--- src/hdl/fdws_pkg.sv ---
// ============================================================================
// Flip-dot wipe refresh scanner package
// Field widths, command codes and register map shared by the interfaces and
// the scanner.
// ============================================================================
package fdws_pkg;

    // Item field widths
    localparam int CMD_W      = 1;
    localparam int COL_IDX_W  = 7;
    localparam int DOTS_W     = 7;
    localparam int FLIP_COL_W = 7;
    localparam int FLIP_ROW_W = 3;

    // Request commands
    localparam logic [CMD_W-1:0] CMD_WRITE = 1'b0;
    localparam logic [CMD_W-1:0] CMD_TICK  = 1'b1;

    // Configuration port
    localparam int APB_ADDR_W = 3;
    localparam int APB_DATA_W = 32;
    localparam int REG_IDX_W  = 1;
    localparam logic [REG_IDX_W-1:0] REG_WIPE_DIRECTION = 1'b0;

    // Column wipe directions
    localparam logic DIR_LEFT_TO_RIGHT = 1'b0;
    localparam logic DIR_RIGHT_TO_LEFT = 1'b1;

    // One result as it sits in the output register
    typedef struct packed {
        logic                  flip_valid;
        logic [FLIP_COL_W-1:0] flip_column;
        logic [FLIP_ROW_W-1:0] flip_row;
        logic                  drive_high;
        logic                  panel_clean;
    } result_t;

endpackage

--- src/hdl/fdws_if.sv ---
// ============================================================================
// Flip-dot wipe refresh scanner channels
// Valid/ready channels for incoming requests and outgoing flip results.
// ============================================================================
interface fdws_item_if;
    logic                           valid;
    logic                           ready;
    logic [fdws_pkg::CMD_W-1:0]     command;
    logic [fdws_pkg::COL_IDX_W-1:0] column_index;
    logic [fdws_pkg::DOTS_W-1:0]    column_dots;

    modport source (output valid, output command, output column_index,
                    output column_dots, input ready);
    modport sink   (input valid, input command, input column_index,
                    input column_dots, output ready);
endinterface

interface fdws_result_if;
    logic                            valid;
    logic                            ready;
    logic                            flip_valid;
    logic [fdws_pkg::FLIP_COL_W-1:0] flip_column;
    logic [fdws_pkg::FLIP_ROW_W-1:0] flip_row;
    logic                            drive_high;
    logic                            panel_clean;

    modport source (output valid, output flip_valid, output flip_column,
                    output flip_row, output drive_high, output panel_clean,
                    input ready);
    modport sink   (input valid, input flip_valid, input flip_column,
                    input flip_row, input drive_high, input panel_clean,
                    output ready);
endinterface

--- src/hdl/flipdot_wipe_refresh_scanner.sv ---
// ============================================================================
// Flip-dot wipe refresh scanner
// Keeps the wanted and shown dot columns and hands out the next dot to flip.
// ============================================================================
// Usage:
//   item channel: a request is either a column write (command CMD_WRITE),
//   which replaces one wanted column and marks the panel dirty, or a tick
//   (CMD_TICK), which asks for the next dot to flip. Each tick yields exactly
//   one result on the result channel; writes yield none.
//   APB port: register 0 bit 0 is wipe_direction (0 left to right, 1 right
//   to left). Write it only while the block is idle.
// Sequencing:
//   A write reads the column entry, then writes it back. A tick on a clean
//   panel reports panel_clean without a scan. A tick on a dirty panel scans
//   from 1 to COLUMNS columns; the scan checks one column per cycle through
//   the single read port of the column memory. One request is in work at a
//   time.
// Reset:
//   All columns read as shown = all dots set, wanted = all clear, through a
//   per-column valid bit, so no clearing pass is needed. Dirty is clear.
// Stall:
//   A finished result waits in the output register; new writes are still
//   taken, and a tick scans but holds its result until that register frees.
// ============================================================================
module flipdot_wipe_refresh_scanner #(
    parameter int COLUMNS = 128,
    parameter int ROWS    = 7
) (
    input  logic                                clk,
    input  logic                                rst_n,
    fdws_item_if.sink                           item,
    fdws_result_if.source                       result,
    input  logic                                psel,
    input  logic                                penable,
    input  logic                                pwrite,
    input  logic [fdws_pkg::APB_ADDR_W-1:0]     paddr,
    input  logic [fdws_pkg::APB_DATA_W-1:0]     pwdata,
    output logic [fdws_pkg::APB_DATA_W-1:0]     prdata,
    output logic                                pready
);

    localparam int CW      = (COLUMNS > 1) ? $clog2(COLUMNS) : 1;
    localparam int RW      = $clog2(ROWS + 1);
    localparam int MEM_W   = 2 * ROWS;
    localparam logic [CW-1:0]   LAST_COL   = CW'(COLUMNS - 1);
    localparam logic [ROWS-1:0] SHOWN_INIT = {ROWS{1'b1}};

    typedef enum logic [1:0] {
        ST_IDLE,
        ST_WRITE,
        ST_SCAN,
        ST_EMIT
    } state_t;

    // ------------------------------------------------------------------
    // Configuration register
    // ------------------------------------------------------------------
    logic wipe_dir_reg;
    logic cfg_wr;
    logic [fdws_pkg::REG_IDX_W-1:0] cfg_idx;

    assign pready  = 1'b1;
    assign cfg_idx = paddr[fdws_pkg::APB_ADDR_W-1:2];
    assign cfg_wr  = psel && penable && pwrite && pready;

    // Capture the direction bit on a completed write
    always_ff @(posedge clk or negedge rst_n)
    begin
        if (!rst_n)
        begin
            wipe_dir_reg <= fdws_pkg::DIR_LEFT_TO_RIGHT;
        end
        else if (cfg_wr && cfg_idx == fdws_pkg::REG_WIPE_DIRECTION)
        begin
            wipe_dir_reg <= pwdata[0];
        end
    end

    // Read back the direction register
    always_comb
    begin
        prdata = '0;
        unique case (cfg_idx)
            fdws_pkg::REG_WIPE_DIRECTION: prdata[0] = wipe_dir_reg;
            default:                      prdata    = '0;
        endcase
    end

    // ------------------------------------------------------------------
    // Control state
    // ------------------------------------------------------------------
    state_t                 state_reg,     state_next;
    logic                   dirty_reg,     dirty_next;
    logic [CW-1:0]          scan_col_reg,  scan_col_next;
    logic [RW-1:0]          scan_row_reg,  scan_row_next;
    logic [CW-1:0]          wr_col_reg,    wr_col_next;
    logic [ROWS-1:0]        wr_dots_reg,   wr_dots_next;
    fdws_pkg::result_t      res_reg,       res_next;
    fdws_pkg::result_t      out_reg,       out_next;
    logic                   out_valid_reg, out_valid_next;
    logic [COLUMNS-1:0]     vld_reg,       vld_next;
    logic                   vld_q_reg,     vld_q_next;

    // Column memory: {shown, wanted}
    logic                   ram_we;
    logic [CW-1:0]          ram_waddr;
    logic [MEM_W-1:0]       ram_wdata;
    logic                   ram_re;
    logic [CW-1:0]          ram_raddr;
    logic [MEM_W-1:0]       ram_rdata;

    fdws_ram #(
        .WIDTH (MEM_W),
        .DEPTH (COLUMNS)
    ) u_col_ram (
        .clk   (clk),
        .we    (ram_we),
        .waddr (ram_waddr),
        .wdata (ram_wdata),
        .re    (ram_re),
        .raddr (ram_raddr),
        .rdata (ram_rdata)
    );

    logic            item_acc;
    logic            slot_free;
    logic [CW-1:0]   first_col;
    logic            in_range;
    logic [ROWS-1:0] ent_shown;
    logic [ROWS-1:0] ent_wanted;
    logic [ROWS-1:0] row_ok;
    logic [ROWS-1:0] diff;
    logic            hit;
    logic [RW-1:0]   hit_row;
    logic [ROWS-1:0] hit_bit;
    logic            hit_new;
    logic            last_col;
    logic [CW-1:0]   adv_col;

    assign item.ready = (state_reg == ST_IDLE);
    assign item_acc   = item.valid && item.ready;
    assign slot_free  = !out_valid_reg || result.ready;
    assign first_col  = (wipe_dir_reg == fdws_pkg::DIR_RIGHT_TO_LEFT) ? LAST_COL : '0;
    assign in_range   = (32'(item.column_index) < COLUMNS);

    // Entry of the column just read; never-written columns take reset values
    assign ent_shown  = vld_q_reg ? ram_rdata[MEM_W-1:ROWS] : SHOWN_INIT;
    assign ent_wanted = vld_q_reg ? ram_rdata[ROWS-1:0]     : '0;

    // Find the lowest differing row at or above the scan row
    always_comb
    begin
        hit     = 1'b0;
        hit_row = '0;
        hit_bit = '0;
        hit_new = 1'b0;
        for (int i = 0; i < ROWS; i++)
        begin
            row_ok[i] = (RW'(i) >= scan_row_reg);
        end
        diff = (ent_shown ^ ent_wanted) & row_ok;
        for (int i = ROWS - 1; i >= 0; i--)
        begin
            if (diff[i])
            begin
                hit     = 1'b1;
                hit_row = RW'(i);
                hit_bit = ROWS'(1) << i;
                hit_new = ent_wanted[i];
            end
        end
    end

    // Next column in the current direction
    always_comb
    begin
        if (wipe_dir_reg == fdws_pkg::DIR_RIGHT_TO_LEFT)
        begin
            last_col = (scan_col_reg == '0);
            adv_col  = scan_col_reg - CW'(1);
        end
        else
        begin
            last_col = (scan_col_reg == LAST_COL);
            adv_col  = scan_col_reg + CW'(1);
        end
    end

    // Sequencer: decode requests, scan columns, write back, emit results
    always_comb
    begin
        state_next     = state_reg;
        dirty_next     = dirty_reg;
        scan_col_next  = scan_col_reg;
        scan_row_next  = scan_row_reg;
        wr_col_next    = wr_col_reg;
        wr_dots_next   = wr_dots_reg;
        res_next       = res_reg;
        out_next       = out_reg;
        out_valid_next = out_valid_reg;
        vld_next       = vld_reg;
        vld_q_next     = vld_q_reg;
        ram_we         = 1'b0;
        ram_waddr      = scan_col_reg;
        ram_wdata      = {ent_shown, ent_wanted};
        ram_re         = 1'b0;
        ram_raddr      = scan_col_reg;

        // Drop a result once the receiver takes it
        if (result.ready)
        begin
            out_valid_next = 1'b0;
        end

        unique case (state_reg)
            ST_IDLE:
            begin
                if (item_acc)
                begin
                    if (item.command == fdws_pkg::CMD_WRITE)
                    begin
                        if (in_range)
                        begin
                            if (!dirty_reg)
                            begin
                                scan_col_next = first_col;
                                scan_row_next = '0;
                            end
                            dirty_next   = 1'b1;
                            wr_col_next  = CW'(item.column_index);
                            wr_dots_next = ROWS'(item.column_dots);
                            ram_re       = 1'b1;
                            ram_raddr    = CW'(item.column_index);
                            state_next   = ST_WRITE;
                        end
                    end
                    else if (dirty_reg)
                    begin
                        ram_re     = 1'b1;
                        ram_raddr  = scan_col_reg;
                        state_next = ST_SCAN;
                    end
                    else
                    begin
                        res_next             = '0;
                        res_next.panel_clean = 1'b1;
                        state_next           = ST_EMIT;
                    end
                end
            end

            ST_WRITE:
            begin
                // Replace the wanted half, keep the shown half
                ram_we             = 1'b1;
                ram_waddr          = wr_col_reg;
                ram_wdata          = {ent_shown, wr_dots_reg};
                vld_next[wr_col_reg] = 1'b1;
                state_next         = ST_IDLE;
            end

            ST_SCAN:
            begin
                if (hit)
                begin
                    ram_we                 = 1'b1;
                    ram_waddr              = scan_col_reg;
                    ram_wdata              = {ent_shown ^ hit_bit, ent_wanted};
                    vld_next[scan_col_reg] = 1'b1;
                    scan_row_next          = hit_row + RW'(1);
                    res_next.flip_valid    = 1'b1;
                    res_next.flip_column   = fdws_pkg::FLIP_COL_W'(scan_col_reg);
                    res_next.flip_row      = fdws_pkg::FLIP_ROW_W'(hit_row);
                    res_next.drive_high    = hit_new ^ ~hit_row[0];
                    res_next.panel_clean   = 1'b0;
                    state_next             = ST_EMIT;
                end
                else if (last_col)
                begin
                    dirty_next           = 1'b0;
                    scan_col_next        = first_col;
                    scan_row_next        = '0;
                    res_next             = '0;
                    res_next.panel_clean = 1'b1;
                    state_next           = ST_EMIT;
                end
                else
                begin
                    scan_col_next = adv_col;
                    scan_row_next = '0;
                    ram_re        = 1'b1;
                    ram_raddr     = adv_col;
                end
            end

            ST_EMIT:
            begin
                if (slot_free)
                begin
                    out_next       = res_reg;
                    out_valid_next = 1'b1;
                    state_next     = ST_IDLE;
                end
            end

            default:
            begin
                state_next = ST_IDLE;
            end
        endcase

        // Track validity of the entry being read
        if (ram_re)
        begin
            vld_q_next = vld_reg[ram_raddr];
        end
    end

    // Hold state, scan position, valid bits and the output register
    always_ff @(posedge clk or negedge rst_n)
    begin
        if (!rst_n)
        begin
            state_reg     <= ST_IDLE;
            dirty_reg     <= 1'b0;
            scan_col_reg  <= '0;
            scan_row_reg  <= '0;
            wr_col_reg    <= '0;
            wr_dots_reg   <= '0;
            res_reg       <= '0;
            out_reg       <= '0;
            out_valid_reg <= 1'b0;
            vld_reg       <= '0;
            vld_q_reg     <= 1'b0;
        end
        else
        begin
            state_reg     <= state_next;
            dirty_reg     <= dirty_next;
            scan_col_reg  <= scan_col_next;
            scan_row_reg  <= scan_row_next;
            wr_col_reg    <= wr_col_next;
            wr_dots_reg   <= wr_dots_next;
            res_reg       <= res_next;
            out_reg       <= out_next;
            out_valid_reg <= out_valid_next;
            vld_reg       <= vld_next;
            vld_q_reg     <= vld_q_next;
        end
    end

    // Drive the result channel
    assign result.valid       = out_valid_reg;
    assign result.flip_valid  = out_reg.flip_valid;
    assign result.flip_column = out_reg.flip_column;
    assign result.flip_row    = out_reg.flip_row;
    assign result.drive_high  = out_reg.drive_high;
    assign result.panel_clean = out_reg.panel_clean;

`ifndef SYNTHESIS
    // A scan only runs while a pass is pending
    a_scan_dirty: assert property (@(posedge clk) disable iff (!rst_n)
        (state_reg == ST_SCAN) |-> dirty_reg)
        else $error("scan running with clean panel");

    // Memory write-back never overlaps a new request
    a_wb_no_accept: assert property (@(posedge clk) disable iff (!rst_n)
        ram_we |-> !item_acc)
        else $error("write-back overlaps an accepted request");

    // A pending flip leaves the scan row past the flipped dot
    a_flip_row: assert property (@(posedge clk) disable iff (!rst_n)
        (state_reg == ST_EMIT && res_reg.flip_valid) |-> (scan_row_reg != '0))
        else $error("flip pending with scan row at zero");

    // A tick on a dirty panel starts a scan
    a_tick_scan: assert property (@(posedge clk) disable iff (!rst_n)
        (item_acc && item.command == fdws_pkg::CMD_TICK && dirty_reg)
            |=> (state_reg == ST_SCAN))
        else $error("dirty tick did not start a scan");

    // A flip result never reports a clean panel
    a_flip_not_clean: assert property (@(posedge clk) disable iff (!rst_n)
        (out_valid_reg && out_reg.flip_valid) |-> !out_reg.panel_clean)
        else $error("flip result marked clean");
`endif

endmodule

--- src/hdl/fdws_ram.sv ---
// ============================================================================
// Flip-dot wipe refresh scanner RAM
// Simple dual-port RAM: one write port, one read port with registered data.
// ============================================================================
module fdws_ram #(
    parameter int WIDTH = 14,
    parameter int DEPTH = 128
) (
    input  logic                                   clk,
    input  logic                                   we,
    input  logic [(DEPTH > 1 ? $clog2(DEPTH) : 1)-1:0] waddr,
    input  logic [WIDTH-1:0]                       wdata,
    input  logic                                   re,
    input  logic [(DEPTH > 1 ? $clog2(DEPTH) : 1)-1:0] raddr,
    output logic [WIDTH-1:0]                       rdata
);

    logic [WIDTH-1:0] mem [DEPTH];

    // Write port
    always_ff @(posedge clk)
    begin
        if (we)
        begin
            mem[waddr] <= wdata;
        end
    end

    // Registered read port
    always_ff @(posedge clk)
    begin
        if (re)
        begin
            rdata <= mem[raddr];
        end
    end

endmodule
--- src/flat_wrapper.sv ---
// flat-port wrapper written by rule: the top's interface ports become plain ports
module flipdot_wipe_refresh_scanner_flat 
#(
    parameter int COLUMNS = 128,
    parameter int ROWS    = 7
)
  (clk, rst_n, psel, penable, pwrite, paddr, pwdata, prdata, pready, item_valid, item_command, item_column_index, item_column_dots, item_ready, result_valid, result_flip_valid, result_flip_column, result_flip_row, result_drive_high, result_panel_clean, result_ready);
  fdws_item_if item_i ();
  fdws_result_if result_i ();
  input  logic clk;
  input  logic rst_n;
  input  logic psel;
  input  logic penable;
  input  logic pwrite;
  input  logic [fdws_pkg::APB_ADDR_W-1:0] paddr;
  input  logic [fdws_pkg::APB_DATA_W-1:0] pwdata;
  output logic [fdws_pkg::APB_DATA_W-1:0] prdata;
  output logic pready;
  input wire logic [$bits(item_i.valid)-1:0] item_valid;
  input wire logic [$bits(item_i.command)-1:0] item_command;
  input wire logic [$bits(item_i.column_index)-1:0] item_column_index;
  input wire logic [$bits(item_i.column_dots)-1:0] item_column_dots;
  output wire logic [$bits(item_i.ready)-1:0] item_ready;
  output wire logic [$bits(result_i.valid)-1:0] result_valid;
  output wire logic [$bits(result_i.flip_valid)-1:0] result_flip_valid;
  output wire logic [$bits(result_i.flip_column)-1:0] result_flip_column;
  output wire logic [$bits(result_i.flip_row)-1:0] result_flip_row;
  output wire logic [$bits(result_i.drive_high)-1:0] result_drive_high;
  output wire logic [$bits(result_i.panel_clean)-1:0] result_panel_clean;
  input wire logic [$bits(result_i.ready)-1:0] result_ready;
  assign item_i.valid = item_valid;
  assign item_i.command = item_command;
  assign item_i.column_index = item_column_index;
  assign item_i.column_dots = item_column_dots;
  assign item_ready = item_i.ready;
  assign result_valid = result_i.valid;
  assign result_flip_valid = result_i.flip_valid;
  assign result_flip_column = result_i.flip_column;
  assign result_flip_row = result_i.flip_row;
  assign result_drive_high = result_i.drive_high;
  assign result_panel_clean = result_i.panel_clean;
  assign result_i.ready = result_ready;
  flipdot_wipe_refresh_scanner #(.COLUMNS(COLUMNS), .ROWS(ROWS)) u_core (.clk(clk), .rst_n(rst_n), .item(item_i), .result(result_i), .psel(psel), .penable(penable), .pwrite(pwrite), .paddr(paddr), .pwdata(pwdata), .prdata(prdata), .pready(pready));
endmodule
--- config.mk ---
export PLATFORM = sky130hd
export DESIGN_NAME = flipdot_wipe_refresh_scanner_flat
export DESIGN_NICKNAME = d
export VERILOG_FILES = /design/src/hdl/fdws_pkg.sv /design/src/hdl/fdws_if.sv /design/src/hdl/flipdot_wipe_refresh_scanner.sv /design/src/hdl/fdws_ram.sv /design/src/flat_wrapper.sv
export SDC_FILE = /design/constraint.sdc
export NUM_CORES = 2
export LEC_CHECK = 0
export BUFFER_PORTS_ARGS = -buffer_cell sky130_fd_sc_hd__buf_2
export CORE_MARGIN = 3
export CORE_UTILIZATION = 55
export CTS_BUF_LIST = sky130_fd_sc_hd__clkbuf_8
export CTS_CLUSTER_SIZE = 25
export DETAILED_ROUTE_END_ITERATION = 6
export PLACE_DENSITY_LB_ADDON = 0.3
export SLEW_MARGIN = 30
export SYNTH_ARGS = -nofsm -noshare
export SYNTH_HDL_FRONTEND = slang
export SYNTH_SLANG_ARGS = --single-unit
--- constraint.sdc ---
create_clock -name clk -period 21.8 [get_ports clk]
set_clock_uncertainty 0.05 [all_clocks]
set_input_delay 2.18 -clock clk [delete_from_list [all_inputs] [get_ports clk]]
set_output_delay 2.18 -clock clk [all_outputs]
set_load 0.01 [all_outputs]
==> run summary <==
The fraction of registers with async set/reset was 9.25%. The worst-case IR drop observed on VDD is 0.130 mV. From bottom edge to top edge, the die measures 394 um. The run gives 0 as the number of max-slew violations in the final report. In the final routed layout, each cell accounts on average for 25.5 um. The detail route stage leaves a number of antenna-violating nets equal to 0. The reported leakage power was 32.7 nW; the data required time of the critical path was 22.57 ns. The region available for standard cell placement spans 149000 sq um. The standard cell area after detailed placement came out at 85100 sq um. The run gives 141 as the number of placement rows. The worst-margin pin slew is 1.15 ns, and the number of cells produced by synthesis is 6574. The tools report the area of the die as 155000 sq um. For the total power consumption of the routed design, the log shows 14.2 mW. For this run, the leading register cell type out of synthesis is edfxtp_1. Design area: 90900 sq um. The worst setup path is captured at a flip-flop.

The total power divided by cell area was 156 nW/um^2; the CTS clock-pin slew for the worst setup and hold paths was 0.06 ns. The register with the most flip-flops in the layout has 1792 of them. The logs give 8 for the initial antenna violation count and 55.7% for the starting density of the core.

Clock tree synthesis found a total of 1990 sinks. The synthesized area per cell came out at 12.6 sq um. CTS placed an instance of clkbuf_8 at the clock tree root. During synthesis, Yosys emitted a total of 0 warnings.

At the worst endpoint, the arrival time is 9.18 ns. The hold-fix buffer count after cts is 0. At the later pin of the worst-skew pair, clock insertion delay measures 1.02 ns. The tools report the number of gates resized after cts as 0. The total number of vias was 56400; the layout-stage area growth over the synthesis result was 9.84%. In this run the biggest area consumer among cell types represents 65.5% of the synthesized area. The number of endpoints failing setup at the final stage was 0; the number of iterations in the first detailed-routing pass was 7. The run gives 71.1% as the sequential fraction of the synthesis area. The worst setup path category is in -> reg. The clock tree synthesis step divided the H-tree into 5 levels. The final layout contains routed wiring with a total length of 226000 um.

The tools report the cell area after synthesis as 82800 sq um. The biggest area contributor in the post-synthesis netlist is edfxtp_1. In the finished design, the share of the clock period the worst path needs comes to 38.5%. The checks that failed: design-rule violations. The number of DRC markers after the initial detailed-route iteration came out at 8151. In this run the count of I/O pins placed on the die edge is 105. The path class of the tightest hold or removal check is reg -> reg. The global router's overall resource usage is 28.4%, and the largest driver fanout on the critical path is 72. The tools report the number of buffers created by CTS as 331. The run finished, with violations left. The final-report hold violation count was 0; the number of enable flip-flop cells after synthesis was 1806.

The critical path startpoint category was an input pin. The tools report the final-stage net count as 6712. Counting flops and latches in the post-synthesis netlist gives 1990. Measured against its own limit, the worst slew margin works out to 22.8%. After synthesis, the netlist uses 78 different library cells.

No sink is reached through more buffers than the 4 on the longest clock path. Via count of the first global-routing pass: 53800. The logs give 0.397 ns for the smallest hold slack and 0 for the sum of overflow across all layers after global routing.

The largest net degree at the start of global routing is 163. In the post-synthesis netlist, the biggest area contributors are edfxtp_1 (66%), nand2_1 (7.1%), dfrtp_1 (5.6%). After detailed routing, the number of remaining DRC violations is 6.

Detailed placement finished with a half-perimeter wire length of 123000 um. The count of input and output buffers was 39; the fraction of layout instances using a drive strength above 1 was 10.5%. For the post-CTS setup repair buffer count, the log shows 0. The post-detailed-route via-to-cell ratio is 6.37, and the maximum clock frequency is 119 MHz. The first global-routing pass estimated 335000 um of wire. TritonCTS built the clock tree. Routability-driven placement finished with a final weighted congestion of 0.884. The slack of the critical path is 13.40 ns, and the overall die width is 394 um. The shortest clock period the worst path allows after layout is 8.40 ns. Setup repair after global routing left no endpoint under its margin. Setup total negative slack on the finished layout was measured at 0 ns. Before CTS, the worst setup slack after placement is 12.17 ns.

The tool flagged a number of max-cap violations equal to 0.
## where the power goes
| group | internal (mW) | switching (mW) | leakage [nW] |
|---|---|---|---|
| Combinational | 1.38 | 4.43 | 10.7 |
| Sequential | 5.29 | 0.174 | 18.8 |
| Clock | 1.48 | 1.42 | 3.31 |
| Total | 8.16 | 6.03 | 32.7 |
## worst max-delay path, stage by stage
cell and delay (ns):
buf_2 0.13, and3b_1 0.77, nand2_1 0.22, a21boi_0 0.17, o31ai_1 0.17, and2_4 0.58, buf_4 0.69, buf_4 0.81
buf_4 0.80, buf_4 0.72, a211oi_1 0.14, a211oi_1 0.30, a31oi_1 0.12, a22oi_1 0.62, o2111ai_1 0.28, nor4_1 0.34
## Yosys cell counts (4+ instances only)
cell type  instances
nor2b_1           12
or4_1              4
o2111ai_1         13
edfxtp_1        1806
nand2_1         1572
buf_4             49
o211ai_1           5
a21oi_1          155
clkbuf_1         299
nor4_1             8
nor3_1            40
buf_6             17
and2_1             5
mux2i_1           86
inv_1             18
mux2_2            19
nand4_1            8
a31oi_1          130
a21boi_0           7
dfrtp_1          184
o22ai_1          128
xnor2_1            7
a211oi_1         278
a22oi_1           38
o221ai_1          26
a32oi_1            7
and3_1           172
a21o_1           134
nor4_2            12
nor2_1           214
o31ai_1            7
buf_2            114
a22o_1             7
nand3_1          696
o21ai_0           56
a311oi_1         117
ha_1              10
nand2b_1          12
buf_1             39
a221oi_1           5
o32ai_1            8
## cell families after synthesis
family	count (synthesis)	synth area share (%)
flops	1990	71.1
buf+inv	539	3.01
fa+ha+maj	11	0.175
xor+xnor	9	0.0952
mux	105	1.30
compound gates	1150	9.76
other cells	2	0.00907
simple gates	2768	14.6
## final cells by class
| class | instances | area [sq um] |
|---|---|---|
| clock buffer | 341 | 4690 |
| multi-input combinational | 4075 | 22100 |
| antenna | 2 | 5.00 |
| sequential | 1990 | 58800 |
| clock inverter | 211 | 945 |
| inverter | 19 | 71.3 |
| fill | 11200 | 57600 |
| timing repair buffer | 227 | 1800 |
| tap | 2002 | 2500 |
## layout by cell type, fill, tap and decap left out, types with 129 or more instances in the layout
| cell | netlist | routed |
|---|---|---|
| and3_1 | 172 | 172 |
| nand2_1 | 1572 | 1568 |
| buf_4 | 49 | 170 |
| dfrtp_1 | 184 | 184 |
| a21oi_1 | 155 | 154 |
| a211oi_1 | 278 | 276 |
| a21o_1 | 134 | 132 |
| clkbuf_8 | 0 | 341 |
| edfxtp_1 | 1806 | 1806 |
| nand3_1 | 696 | 695 |
| nor2_1 | 214 | 175 |
| inv_1 | 18 | 129 |
## metal layers
metal  track usage, %  wire length, um
met5                0               11
met4             12.1             8980
met3             7.29            27900
met2             42.6           102000
met1             39.7            87000
## per-stage QoR
step / instances / util (%)
6_report: 8867 / 61.2
3_5_place_dp: 8308 / 57.3
4_1_cts: 8860 / 61.1
2_1_floorplan: 6604 / -
5_1_grt: 8866 / 61.2
3_3_place_gp: 8303 / 57.2
## path summary, 6_finish.rpt
check                                               startpoint                                   end  slack [ns]  cells after the start
worst max-delay path                              item_command  u_core.u_col_ram.rdata[13]$_DFFE_PP_       13.40                     16
worst min-delay path            u_core.vld_reg[55]$_DFFE_PN0P_        u_core.vld_reg[55]$_DFFE_PN0P_        0.40                      1
worst max register to register    u_core.vld_q_reg$_DFFE_PN0P_  u_core.u_col_ram.rdata[13]$_DFFE_PP_       13.56                     14
worst min register to register  u_core.vld_reg[55]$_DFFE_PN0P_        u_core.vld_reg[55]$_DFFE_PN0P_        0.40                      1
max in group asynchronous                                rst_n        u_core.vld_reg[93]$_DFFE_PN0P_       18.52                      3
min in group asynchronous                                rst_n     u_core.wr_dots_reg[4]$_DFFE_PN0P_        1.14                      1
(Power assumes the default switching activity.)
